<file path="config.mk">
export PLATFORM = sky130hd
export DESIGN_NAME = uart_text_command_decoder_flat
export DESIGN_NICKNAME = d
export VERILOG_FILES = /design/src/design/utcd_pkg.sv /design/src/design/utcd_channels.sv /design/src/design/uart_text_command_decoder.sv /design/src/flat_wrapper.sv
export VERILOG_INCLUDE_DIRS = /design/src /design/src/design
export SDC_FILE = /design/constraint.sdc
export NUM_CORES = 1
export LEC_CHECK = 0
export ABC_AREA = 1
export BUFFER_PORTS_ARGS = -buffer_cell sky130_fd_sc_hd__buf_2
export CORE_MARGIN = 5
export CORE_UTILIZATION = 59
export DETAILED_ROUTE_END_ITERATION = 6
export PLACE_DENSITY = 0.79
export SLEW_MARGIN = 15
export SYNTH_ARGS = -nofsm -noshare
export SYNTH_HDL_FRONTEND = slang
export SYNTH_SLANG_ARGS = --single-unit
</file>
<file path="constraint.sdc">
create_clock -name clk_i -period 2 [get_ports clk_i]
set_input_delay 0.1 -clock clk_i [delete_from_list [all_inputs] [get_ports clk_i]]
set_output_delay 0.1 -clock clk_i [all_outputs]
set_load 0.02 [all_outputs]
</file>
<file path="src/design/uart_text_command_decoder_defines.svh">
// Assertion helpers for the text command decoder.
// Checks are compiled out when SYNTHESIS is defined.
`ifndef UART_TEXT_COMMAND_DECODER_DEFINES_SVH
`define UART_TEXT_COMMAND_DECODER_DEFINES_SVH

`ifndef SYNTHESIS

// Check that is suspended while reset is asserted.
`define UTCD_ASSERT(lbl, clk, rst_n, prop, msg) \
  lbl: assert property (@(posedge clk) disable iff (!(rst_n)) (prop)) else $error(msg);

// Check that also holds during reset.
`define UTCD_ASSERT_ALWAYS(lbl, clk, prop, msg) \
  lbl: assert property (@(posedge clk) (prop)) else $error(msg);

`else

`define UTCD_ASSERT(lbl, clk, rst_n, prop, msg)
`define UTCD_ASSERT_ALWAYS(lbl, clk, prop, msg)

`endif

`endif

</file>
<file path="src/design/utcd_pkg.sv">
package utcd_pkg;

  localparam int ByteW = 8;

  // Longest buffered command before the count wraps.
  localparam int BufferLenDefault = 20;

  // Stored head bytes: the fifth byte of a command is only ever compared live.
  localparam int HeadDepth = 4;

  localparam int IdnLen    = 10;
  localparam int SetLen    = 5;
  localparam int ReplyIdxW = $clog2(IdnLen);

  localparam logic [ByteW-1:0] CharOne  = 8'h31;
  localparam logic [ByteW-1:0] CharZero = 8'h30;

  localparam logic [4*ByteW-1:0] IdnWord = "IDN?";
  localparam logic [4*ByteW-1:0] SetWord = "SET ";
  localparam logic [3*ByteW-1:0] GetWord = "GET";

  typedef enum logic [1:0] {
    RplNone,
    RplGet,
    RplIdn,
    RplSet
  } reply_kind_e;

  // Identification string, one character per index.
  function automatic logic [ByteW-1:0] id_char(logic [ReplyIdxW-1:0] idx);
    logic [ByteW-1:0] ch;
    case (idx)
      4'd0:    ch = 8'h70;
      4'd1:    ch = 8'h69;
      4'd2:    ch = 8'h63;
      4'd3:    ch = 8'h31;
      4'd4:    ch = 8'h36;
      4'd5:    ch = 8'h66;
      4'd6:    ch = 8'h38;
      4'd7:    ch = 8'h37;
      4'd8:    ch = 8'h37;
      4'd9:    ch = 8'h61;
      default: ch = 8'h00;
    endcase
    return ch;
  endfunction

  // Byte k of a four-character word, first character at k = 0.
  function automatic logic [ByteW-1:0] word4_char(logic [4*ByteW-1:0] word,
                                                  logic [1:0] k);
    logic [ByteW-1:0] ch;
    case (k)
      2'd0:    ch = word[4*ByteW-1 -: ByteW];
      2'd1:    ch = word[3*ByteW-1 -: ByteW];
      2'd2:    ch = word[2*ByteW-1 -: ByteW];
      default: ch = word[ByteW-1 -: ByteW];
    endcase
    return ch;
  endfunction

endpackage

</file>
<file path="src/design/utcd_channels.sv">
// Received byte channel.
interface utcd_rx_if;
  logic                       valid;
  logic                       ready;
  logic [utcd_pkg::ByteW-1:0] rx_byte;

  modport source (output valid, output rx_byte, input ready);
  modport sink   (input valid, input rx_byte, output ready);
endinterface

// Reply byte channel.
interface utcd_tx_if;
  logic                       valid;
  logic                       ready;
  logic [utcd_pkg::ByteW-1:0] response_byte;
  logic                       last;
  logic                       pin_level;

  modport source (output valid, output response_byte, output last, output pin_level,
                  input ready);
  modport sink   (input valid, input response_byte, input last, input pin_level,
                  output ready);
endinterface

</file>
<file path="src/design/uart_text_command_decoder.sv">
// Text command decoder for a received serial byte stream.
//
// rx_i (sink): one received character per item. tx_o (source): reply
// characters, one per item, with last on the final character and pin_level
// giving the controlled pin after the command.
//
// Commands are matched at fixed byte counts: "GET" (3 bytes) replies '1' or
// '0', "IDN?" (4 bytes) replies the 10-character id string, "SET 1"/"SET 0"
// (5 bytes) drives the pin and echoes the command. There is no resync on
// mismatch; the count wraps at BUFFER_LEN bytes with no reply.
//
// A byte that ends no command is taken every cycle while no reply is
// pending. A byte that completes a command starts an n-byte reply (n = 1,
// 10 or 5); the reply sequencer then holds rx_i.ready low until it has fed
// its last byte to the output register, one byte per cycle while tx_o is not
// stalled; a reply passes the sequencer state, then that register. A stalled
// tx_o holds the output register and the sequencer with it, so input is held
// off only while reply bytes are still pending. Reset clears the count, the
// pin (low) and any pending reply; the stored head bytes are not cleared.

`include "uart_text_command_decoder_defines.svh"

module uart_text_command_decoder #(
  parameter int BUFFER_LEN = utcd_pkg::BufferLenDefault
) (
  input  logic        clk_i,
  input  logic        rst_ni,
  utcd_rx_if.sink     rx_i,
  utcd_tx_if.source   tx_o
);

  localparam int CountW = $clog2(BUFFER_LEN + 1);
  localparam int ByteW  = utcd_pkg::ByteW;
  localparam int IdxW   = utcd_pkg::ReplyIdxW;

  // Command state
  logic [CountW-1:0] count_q, count_d;
  logic [ByteW-1:0]  head_q [utcd_pkg::HeadDepth];
  logic              pin_q, pin_d;

  // Reply sequencer
  utcd_pkg::reply_kind_e kind_q, kind_d;
  logic [IdxW-1:0]       idx_q, idx_d;
  logic [ByteW-1:0]      set_char_q;

  // Output register
  logic              out_valid_q, out_valid_d;
  logic [ByteW-1:0]  out_byte_q;
  logic              out_last_q;
  logic              out_pin_q;

  logic              busy;
  logic              accept;
  logic [CountW-1:0] count_inc;
  logic [ByteW-1:0]  c;
  logic              idn_hit, set_hit, set_ok, get_hit;
  logic              load;
  logic [ByteW-1:0]  seq_byte;
  logic              seq_last;

  assign busy      = (kind_q != utcd_pkg::RplNone);
  assign accept    = rx_i.valid && !busy;
  assign c         = rx_i.rx_byte;
  assign count_inc = count_q + CountW'(1);

  // Matches against the stored head plus the byte now arriving.
  assign idn_hit = (count_inc == CountW'(4))
                && (head_q[0] == utcd_pkg::word4_char(utcd_pkg::IdnWord, 2'd0))
                && (head_q[1] == utcd_pkg::word4_char(utcd_pkg::IdnWord, 2'd1))
                && (head_q[2] == utcd_pkg::word4_char(utcd_pkg::IdnWord, 2'd2))
                && (c         == utcd_pkg::word4_char(utcd_pkg::IdnWord, 2'd3));

  assign set_hit = (count_inc == CountW'(5))
                && (head_q[0] == utcd_pkg::word4_char(utcd_pkg::SetWord, 2'd0))
                && (head_q[1] == utcd_pkg::word4_char(utcd_pkg::SetWord, 2'd1))
                && (head_q[2] == utcd_pkg::word4_char(utcd_pkg::SetWord, 2'd2))
                && (head_q[3] == utcd_pkg::word4_char(utcd_pkg::SetWord, 2'd3));

  assign set_ok  = set_hit && ((c == utcd_pkg::CharOne) || (c == utcd_pkg::CharZero));

  assign get_hit = (count_inc == CountW'(3))
                && (head_q[0] == utcd_pkg::GetWord[3*ByteW-1 -: ByteW])
                && (head_q[1] == utcd_pkg::GetWord[2*ByteW-1 -: ByteW])
                && (c         == utcd_pkg::GetWord[ByteW-1 -: ByteW]);

  // Current reply byte from the sequencer.
  always_comb begin
    seq_byte = '0;
    seq_last = 1'b0;
    unique case (kind_q)
      utcd_pkg::RplGet: begin
        seq_byte = pin_q ? utcd_pkg::CharOne : utcd_pkg::CharZero;
        seq_last = 1'b1;
      end
      utcd_pkg::RplIdn: begin
        seq_byte = utcd_pkg::id_char(idx_q);
        seq_last = (idx_q == IdxW'(utcd_pkg::IdnLen - 1));
      end
      utcd_pkg::RplSet: begin
        seq_byte = (idx_q == IdxW'(utcd_pkg::SetLen - 1)) ? set_char_q
                 : utcd_pkg::word4_char(utcd_pkg::SetWord, idx_q[1:0]);
        seq_last = (idx_q == IdxW'(utcd_pkg::SetLen - 1));
      end
      default: begin
        seq_byte = '0;
        seq_last = 1'b0;
      end
    endcase
  end

  // A reply byte moves into the output register whenever that is free.
  assign load = busy && (!out_valid_q || tx_o.ready);

  always_comb begin
    count_d     = count_q;
    pin_d       = pin_q;
    kind_d      = kind_q;
    idx_d       = idx_q;
    out_valid_d = out_valid_q;

    if (tx_o.ready) begin
      out_valid_d = 1'b0;
    end

    if (load) begin
      out_valid_d = 1'b1;
      if (seq_last) begin
        kind_d = utcd_pkg::RplNone;
        idx_d  = '0;
      end else begin
        idx_d = idx_q + IdxW'(1);
      end
    end

    if (accept) begin
      idx_d = '0;
      if (idn_hit) begin
        count_d = '0;
        kind_d  = utcd_pkg::RplIdn;
      end else if (set_hit) begin
        // Any other fifth byte drops the command silently.
        count_d = '0;
        if (set_ok) begin
          pin_d  = (c == utcd_pkg::CharOne);
          kind_d = utcd_pkg::RplSet;
        end
      end else if (get_hit) begin
        count_d = '0;
        kind_d  = utcd_pkg::RplGet;
      end else if (count_inc >= CountW'(BUFFER_LEN)) begin
        count_d = '0;
      end else begin
        count_d = count_inc;
      end
    end
  end

  always_ff @(posedge clk_i or negedge rst_ni) begin
    if (!rst_ni) begin
      count_q     <= '0;
      pin_q       <= 1'b0;
      kind_q      <= utcd_pkg::RplNone;
      idx_q       <= '0;
      out_valid_q <= 1'b0;
    end else begin
      count_q     <= count_d;
      pin_q       <= pin_d;
      kind_q      <= kind_d;
      idx_q       <= idx_d;
      out_valid_q <= out_valid_d;
    end
  end

  // Payload registers, no reset.
  always_ff @(posedge clk_i) begin
    if (accept && (count_q < CountW'(utcd_pkg::HeadDepth))) begin
      head_q[count_q[1:0]] <= c;
    end
    if (accept) begin
      set_char_q <= c;
    end
    if (load) begin
      out_byte_q <= seq_byte;
      out_last_q <= seq_last;
      out_pin_q  <= pin_q;
    end
  end

  assign rx_i.ready         = !busy;
  assign tx_o.valid         = out_valid_q;
  assign tx_o.response_byte = out_byte_q;
  assign tx_o.last          = out_last_q;
  assign tx_o.pin_level     = out_pin_q;

  // A reply only starts once the command count has cleared.
  `UTCD_ASSERT(a_busy_count_clear, clk_i, rst_ni, busy |-> (count_q == '0), "reply with count set")
  // The count wraps before it can reach the buffer length.
  `UTCD_ASSERT(a_count_bound, clk_i, rst_ni, count_q < CountW'(BUFFER_LEN), "count out of range")
  // A shown byte that is not last means the sequencer still owes the rest.
  `UTCD_ASSERT(a_reply_pending, clk_i, rst_ni, (out_valid_q && !out_last_q) |-> busy, "reply cut")
  // Nothing is offered on the output while reset is held.
  `UTCD_ASSERT_ALWAYS(a_reset_quiet, clk_i, !rst_ni |-> !tx_o.valid, "output valid in reset")

endmodule
</file>
<file path="src/flat_wrapper.sv">
// flat-port wrapper written by rule: the top's interface ports become plain ports
module uart_text_command_decoder_flat 
#(
  parameter int BUFFER_LEN = utcd_pkg::BufferLenDefault
)
  (clk_i, rst_ni, rx_i_valid, rx_i_rx_byte, rx_i_ready, tx_o_valid, tx_o_response_byte, tx_o_last, tx_o_pin_level, tx_o_ready);
  utcd_rx_if rx_i_i ();
  utcd_tx_if tx_o_i ();
  input  logic clk_i;
  input  logic rst_ni;
  input wire logic [$bits(rx_i_i.valid)-1:0] rx_i_valid;
  input wire logic [$bits(rx_i_i.rx_byte)-1:0] rx_i_rx_byte;
  output wire logic [$bits(rx_i_i.ready)-1:0] rx_i_ready;
  output wire logic [$bits(tx_o_i.valid)-1:0] tx_o_valid;
  output wire logic [$bits(tx_o_i.response_byte)-1:0] tx_o_response_byte;
  output wire logic [$bits(tx_o_i.last)-1:0] tx_o_last;
  output wire logic [$bits(tx_o_i.pin_level)-1:0] tx_o_pin_level;
  input wire logic [$bits(tx_o_i.ready)-1:0] tx_o_ready;
  assign rx_i_i.valid = rx_i_valid;
  assign rx_i_i.rx_byte = rx_i_rx_byte;
  assign rx_i_ready = rx_i_i.ready;
  assign tx_o_valid = tx_o_i.valid;
  assign tx_o_response_byte = tx_o_i.response_byte;
  assign tx_o_last = tx_o_i.last;
  assign tx_o_pin_level = tx_o_i.pin_level;
  assign tx_o_i.ready = tx_o_ready;
  uart_text_command_decoder #(.BUFFER_LEN(BUFFER_LEN)) u_core (.clk_i(clk_i), .rst_ni(rst_ni), .rx_i(rx_i_i), .tx_o(tx_o_i));
endmodule
</file>
==> run metrics, run 1 <==
Critical R2R Launch u_core.idx_q[0]; global routing usage on met1 around a quarter; FF-to-FF setup slack 240 ps; TritonCTS Buffers 9; CP Data Required Time about 2200 ps; Final nets 380; Max VDD drop 662 uV; distinct cell type count after synthesis 30; num rows 26; CP max FO 10; Slew Viols, Final 0; number of synthesized register bits 63; routed vias/inst 5.31; CTS Root Cell clkbuf_8; Post-Route WL 6.21 mm; synth warn 0; power density over the cells just over 900 nW/um^2; Wirelength per Cell ~14 um; Worst Path Class, Setup flip-flop to flip-flop; CTS tree built; PortBufs 23; Final Hold Vio Count 0; Worst R2R Path Depth 9; CP endpoint u_core.kind_q[1]; Initial Util 60.6%; CTS Sinks 63; ANT nets after route 0; Place WS roughly 270 ps; Die Area about 6800 sq um; Critical R2R Capture u_core.kind_q[1]; Hold Path Class primary input to flip-flop; Crit. Startpoint u_core.idx_q[0]; status finished clean; Worst Setup Start Kind flip-flop; Mapped Nets around 340; setup tns final 0 ps; period utilization between 80 and 90%; H-Tree Depth 3; met3 Use GR approximately 7.2%; clk slew on worst S/H paths ~70 ps; Core Footprint 5070 sq um; worst slew pin tran 438 ps; design area 3540 sq um; Crit. End Element flip-flop; sequential area share after synthesis 59.4%; Placed Instance Area 3320 sq um; Tmin final 1760 ps; unrepaired setup endpoints after global routing false; Worst EP arrival between 1500 and 2000 ps; fmax between 500 and 600 MHz; initial antenna violation count 0; clk_skew 4.77 ps; DRT iter0 DRCs 144; largest net degree at the start of global routing 17; met2 GRT Util about a third; clk_lat worst skew 340 ps; fillers 383; busiest layer in global routing met2; PnR worst setup slack 241 ps; mean post-synth cell area 9.70 sq um; CTS Buffer Depth 2; max_cap viols 0; leakage 0.00151 uW; I/O pin count 24; post-placement cell count 416; Die H between 80 and 90 um; Pre-antenna DRT Iters 4; gr ovfl total 0; global-route wire length before repair 10.0 mm; vias after detailed routing 2299; total track usage a little over a fifth; RD Place Congestion 0.963; DRC 0; post-synthesis cell count 317; width of the die about 82 um; Area growth syn-to-layout 15.3%; Final Non-Filler Cells about 430; vias in the first global route roughly 2200; final setup fails 0; Power Total 3290 uW; hpwl dp roughly 4.5 mm; diodes inserted 0; relative slew slack 70.7%; Synth Cell Area about 3100 sq um; layout cell share with drive strength beyond 1 between 15 and 20%
## Yosys cell counts (all sizes together)
cell type	count	area [sq um]
nor3b	1	7.51
a21oi	12	63.8
and2	1	6.26
o221ai	2	17.5
edfxtp	50	1500
o22ai	1	6.26
o211ai	2	15.0
ha	10	125
o2111ai	1	8.76
o21ai	17	88.8
clkinv	2	8.75
nand2	59	229
dfrtp	13	325
nor2	53	221
nand3	34	193
nand4	5	31.3
inv	47	176
nand3b	1	7.51
nor3	6	41.3
## per-layer routing
metal / vias to the layer above / wire (um)
met5: - / 0
li1: 1144 / -
met3: 15 / 452
met1: 1064 / 2460
met2: 76 / 3090
met4: 0 / 206
## placed cells by master, fill, tap and decap left out, drive strengths merged
master	instances
o2111ai	1
and2	1
edfxtp	50
inv	47
nand4	5
clkbuf	10
bufinv	2
dfrtp	13
o21ai	17
nor3b	1
clkinv	5
nor2	53
o22ai	1
o211ai	2
nand2	59
buf	29
ha	10
dlygate4sd3	1
a21oi	12
nand3	34
nor3	6
clkinvlp	1
nand3b	1
o221ai	2
## repair_timing
item	in CTS	in global routing
hold buffers	1	0
resized for setup	0	0
hold endpoints to repair	13	0
buffers inserted	0	0
## logic make-up after synthesis
logic type,Yosys count,share of synthesized area (%)
and+or+nand+nor,160,24.0
DFF,63,59.4
buffers and inverters,49,6.02
AOI/OAI and AO/OA,35,6.51
adders and majority gates,10,4.07
## state kept, by name, summed over array words and instances (netlist names)
name,count
u_core.kind_q,2
u_core.set_char_q,8
u_core.tx_o.pin_level,1
u_core.tx_o.response_byte,8
u_core.tx_o.valid,1
u_core.count_q,5
u_core.pin_q,1
u_core.tx_o.last,1
u_core.idx_q,4
u_core.head_q,32
## worst min-delay path by stage
stage / from / end / slack (ps) / cells past startpoint
after floorplan: rst_ni / u_core.count_q[0] / -200 / 0
after global placement: rst_ni / u_core.idx_q[3] / -0.6 / 1
after detailed placement: rst_ni / u_core.idx_q[3] / 2 / 1
after CTS: tx_o_ready / u_core.tx_o.valid / 7 / 4
after global routing: rx_i_rx_byte[1] / u_core.head_q[3][1] / 30 / 1
final: tx_o_ready / u_core.tx_o.valid / 20 / 4
## worst max-delay path, cell delays in order, from the launching register on
cell	delay, ps
dfrtp_1	440
inv_1	160
ha_1	330
nand3_4	170
nor2_2	190
nor3_4	80
inv_2	70
nand2_1	50
nand2_1	70
nand3_1	80
## where the power goes
group / internal (uW) / leakage, uW / switching (uW)
Clock: 697 / 0.000104 / 491
Sequential: 1550 / 0.000656 / 91.9
Combinational: 158 / 0.000754 / 304
## metrics by stage
stage | util (%) | hold WS (ps)
2_1_floorplan | - | -196
3_3_place_gp | 65.5 | -0.629
5_1_grt | 69.8 | 30.2
4_1_cts | 69.8 | 7.07
3_5_place_dp | 65.5 | 1.58
6_report | 69.8 | 20.1
## cell type report
cell class	count	area (sq um)	share of cell area, %
inverter	49	185	5.22
sequential	63	1830	51.5
tap	70	87.6	2.47
clock buffer	10	128	3.60
multi-input combinational	205	1060	30.0
clock inverter	6	85.1	2.40
timing repair buffer	30	170	4.80
Note: power is estimated with default switching activity, not from simulation.
==> inputs of run 2 (changes only) <==
--- a/config.mk
+++ b/config.mk
@@ -12,6 +12,7 @@
 export CORE_UTILIZATION = 59
 export DETAILED_ROUTE_END_ITERATION = 6
 export PLACE_DENSITY = 0.79
+export SETUP_SLACK_MARGIN = 0.5
 export SLEW_MARGIN = 15
 export SYNTH_ARGS = -nofsm -noshare
 export SYNTH_HDL_FRONTEND = slang
==> run metrics, run 2 (synthesis gave the netlist of run 1 again) <==
design area 4010 sq um (+13%); Tmin final 1620 ps (-136 ps); DRC 0 (unchanged); global-route wire length before repair 11.6 mm (+15%); CTS tree built; CP Data Required Time 2290 ps (+70 ps); clk slew on worst S/H paths 80 ps (about the same); Placed Instance Area 3340 sq um (+0.68%); Post-Route WL 8.03 mm (+29%); DRT iter0 DRCs 181 (+26%); leakage 0.00163 uW (+7.7%); global routing usage on met1 26.7% (+3.0 points); worst slew pin tran 351 ps (-87.3 ps); gr ovfl total 0 (unchanged); Worst EP arrival 1910 ps (-70 ps); Core Footprint 5070 sq um (unchanged); CP max FO 4 (-6); Final Hold Vio Count 0 (unchanged); Crit. End Element flip-flop; vias after detailed routing 2620 (+14%); clk_skew 10.7 ps (+5.94 ps); TritonCTS Buffers 9 (unchanged); met3 Use GR 7.16% (unchanged); Place WS 298 ps (+23.9 ps); final setup fails 0 (unchanged); largest net degree at the start of global routing 18 (+1); relative slew slack 76.5% (+5.8 points); PnR worst setup slack 377 ps (+136 ps); CTS Sinks 63 (unchanged); layout cell share with drive strength beyond 1 35.3% (+19 points); CTS Buffer Depth 2 (unchanged); Final nets 399 (+5.0%); hpwl dp 4.80 mm (+6.4%); Hold Path Class primary input to flip-flop; Wirelength per Cell 17.8 um (+24%); Die H 82.2 um (unchanged); period utilization 81.1% (-6.8 points); CTS Root Cell clkbuf_8; diodes inserted 0 (unchanged); PortBufs 23 (unchanged); setup tns final 0 ps (unchanged); total track usage 24.2% (+3.4 points); Power Total 3660 uW (+11%); met2 GRT Util 44.5% (+10 points); width of the die 82.2 um (unchanged); unrepaired setup endpoints after global routing true; vias in the first global route 2405 (+10%); routed vias/inst 5.80 (+9.2%); critical path cell sequence inv_4 > buf_6 > ha_4 > nand3_1 > nor2_1 > nand2_1 > nor2_4 > nand2_2 > nor2_1 > nand2_1 > nand3_1; commonest non-fill, non-tap cells in the layout nand2_1, edfxtp_1, nor2_1, inv_1, nand3_1; initial antenna violation count 0 (unchanged); Largest register FFs 32 (unchanged); CP max-delay cell dfrtp_2; Worst Path Class, Setup flip-flop to flip-flop; power density over the cells 913 nW/um^2 (-1.8%); max_cap viols 0 (unchanged); num rows 26 (unchanged); H-Tree Depth 3 (unchanged); Initial Util 60.6% (unchanged); RD Place Congestion 0.977 (+1.4%); Worst Setup Start Kind flip-flop; commonest non-fill, non-tap cell in the layout nand2_1; Area growth syn-to-layout 30.5%; Die Area 6750 sq um (unchanged); Pre-antenna DRT Iters 5 (+1); clk_lat worst skew 360 ps (+20 ps); ANT nets after route 0 (unchanged); fmax 616 MHz (+8.4%); busiest layer in global routing met2; critical path's largest stage delay 460 ps (+20 ps); status finished clean; Max VDD drop 870 uV (+31%); Slew Viols, Final 0 (unchanged); I/O pin count 24 (unchanged)
run 2: cell types whose count changed in the layout (fill, tap and decap cells not counted), moves of 7 or more:
cell / previous run / this run
dfrtp_2: 0 / 7
dfrtp_1: 13 / 6
ha_1: 10 / 3
nor2_1: 48 / 38
nor2_4: 2 / 9
inv_1: 44 / 36
buf_4: 6 / 18
run 2: area by class of cell:
| type | instances | area (sq um) |
|---|---|---|
| clock buffers | 9 | 124 |
| multi-input cells | 206 | 1350 |
| clock inverters | 7 | 81.3 |
| fillers | 310 | 1060 |
| inverters | 49 | 209 |
| well taps | 70 | 87.6 |
| flip-flops and latches | 63 | 1840 |
| repair buffers | 48 | 327 |
run 2: through the flow:
stage / hold slack (ps) / cells / util [%]
4_1_cts: 28.7 / 441 / 74.5
5_1_grt: 26.9 / 452 / 79.1
2_1_floorplan: -196 / 317 / -
3_5_place_dp: 6.47 / 411 / 65.9
6_report: 34.0 / 452 / 79.1
3_3_place_gp: 5.94 / 411 / 65.9
run 2: timing repair:
item                       4_1_cts  5_1_grt
setup buffers                   12       10
setup endpoints to repair       50       50
gates resized for setup         30       44
hold buffers                     2        0
pin swaps                       11       27
cloned                           0        1
hold endpoints to repair        14        0
run 2: path summary, 6_finish.rpt:
kind | from | endpoint | slack, ps | cells after the start
setup reg to reg | u_core.count_q[0] | u_core.kind_q[1] | 380 | 11
setup / recovery | u_core.count_q[0] | u_core.kind_q[1] | 380 | 11
min in group asynchronous | rst_ni | u_core.kind_q[1] | 170 | 2
hold / removal | rx_i_rx_byte[1] | u_core.head_q[3][1] | 30 | 1
hold reg to reg | u_core.pin_q | u_core.tx_o.pin_level | 500 | 0
max in group asynchronous | rst_ni | u_core.count_q[0] | 1570 | 2
run 2: worst max-delay path: cells and delay by family, from the launching register on:
kind / cells / cell delay [ps]
DFF: 1 / 460
buffers and inverters: 2 / 210
adders and majority gates: 1 / 140
and+or+nand+nor: 8 / 760
run 2: power by group:
| part | switching, uW | internal (uW) |
|---|---|---|
| Sequential | 119 | 1560 |
| Clock | 560 | 589 |
| Combinational | 505 | 333 |
run 2: metal layers:
metal | share of wire (%) | vias up | routed length, um
met4 | 3.0 | 0 | 243
met3 | 7.6 | 28 | 608
li1 | - | 1193 | -
met5 | 0 | - | 0
met1 | 36 | 1250 | 2920
met2 | 53 | 149 | 4260
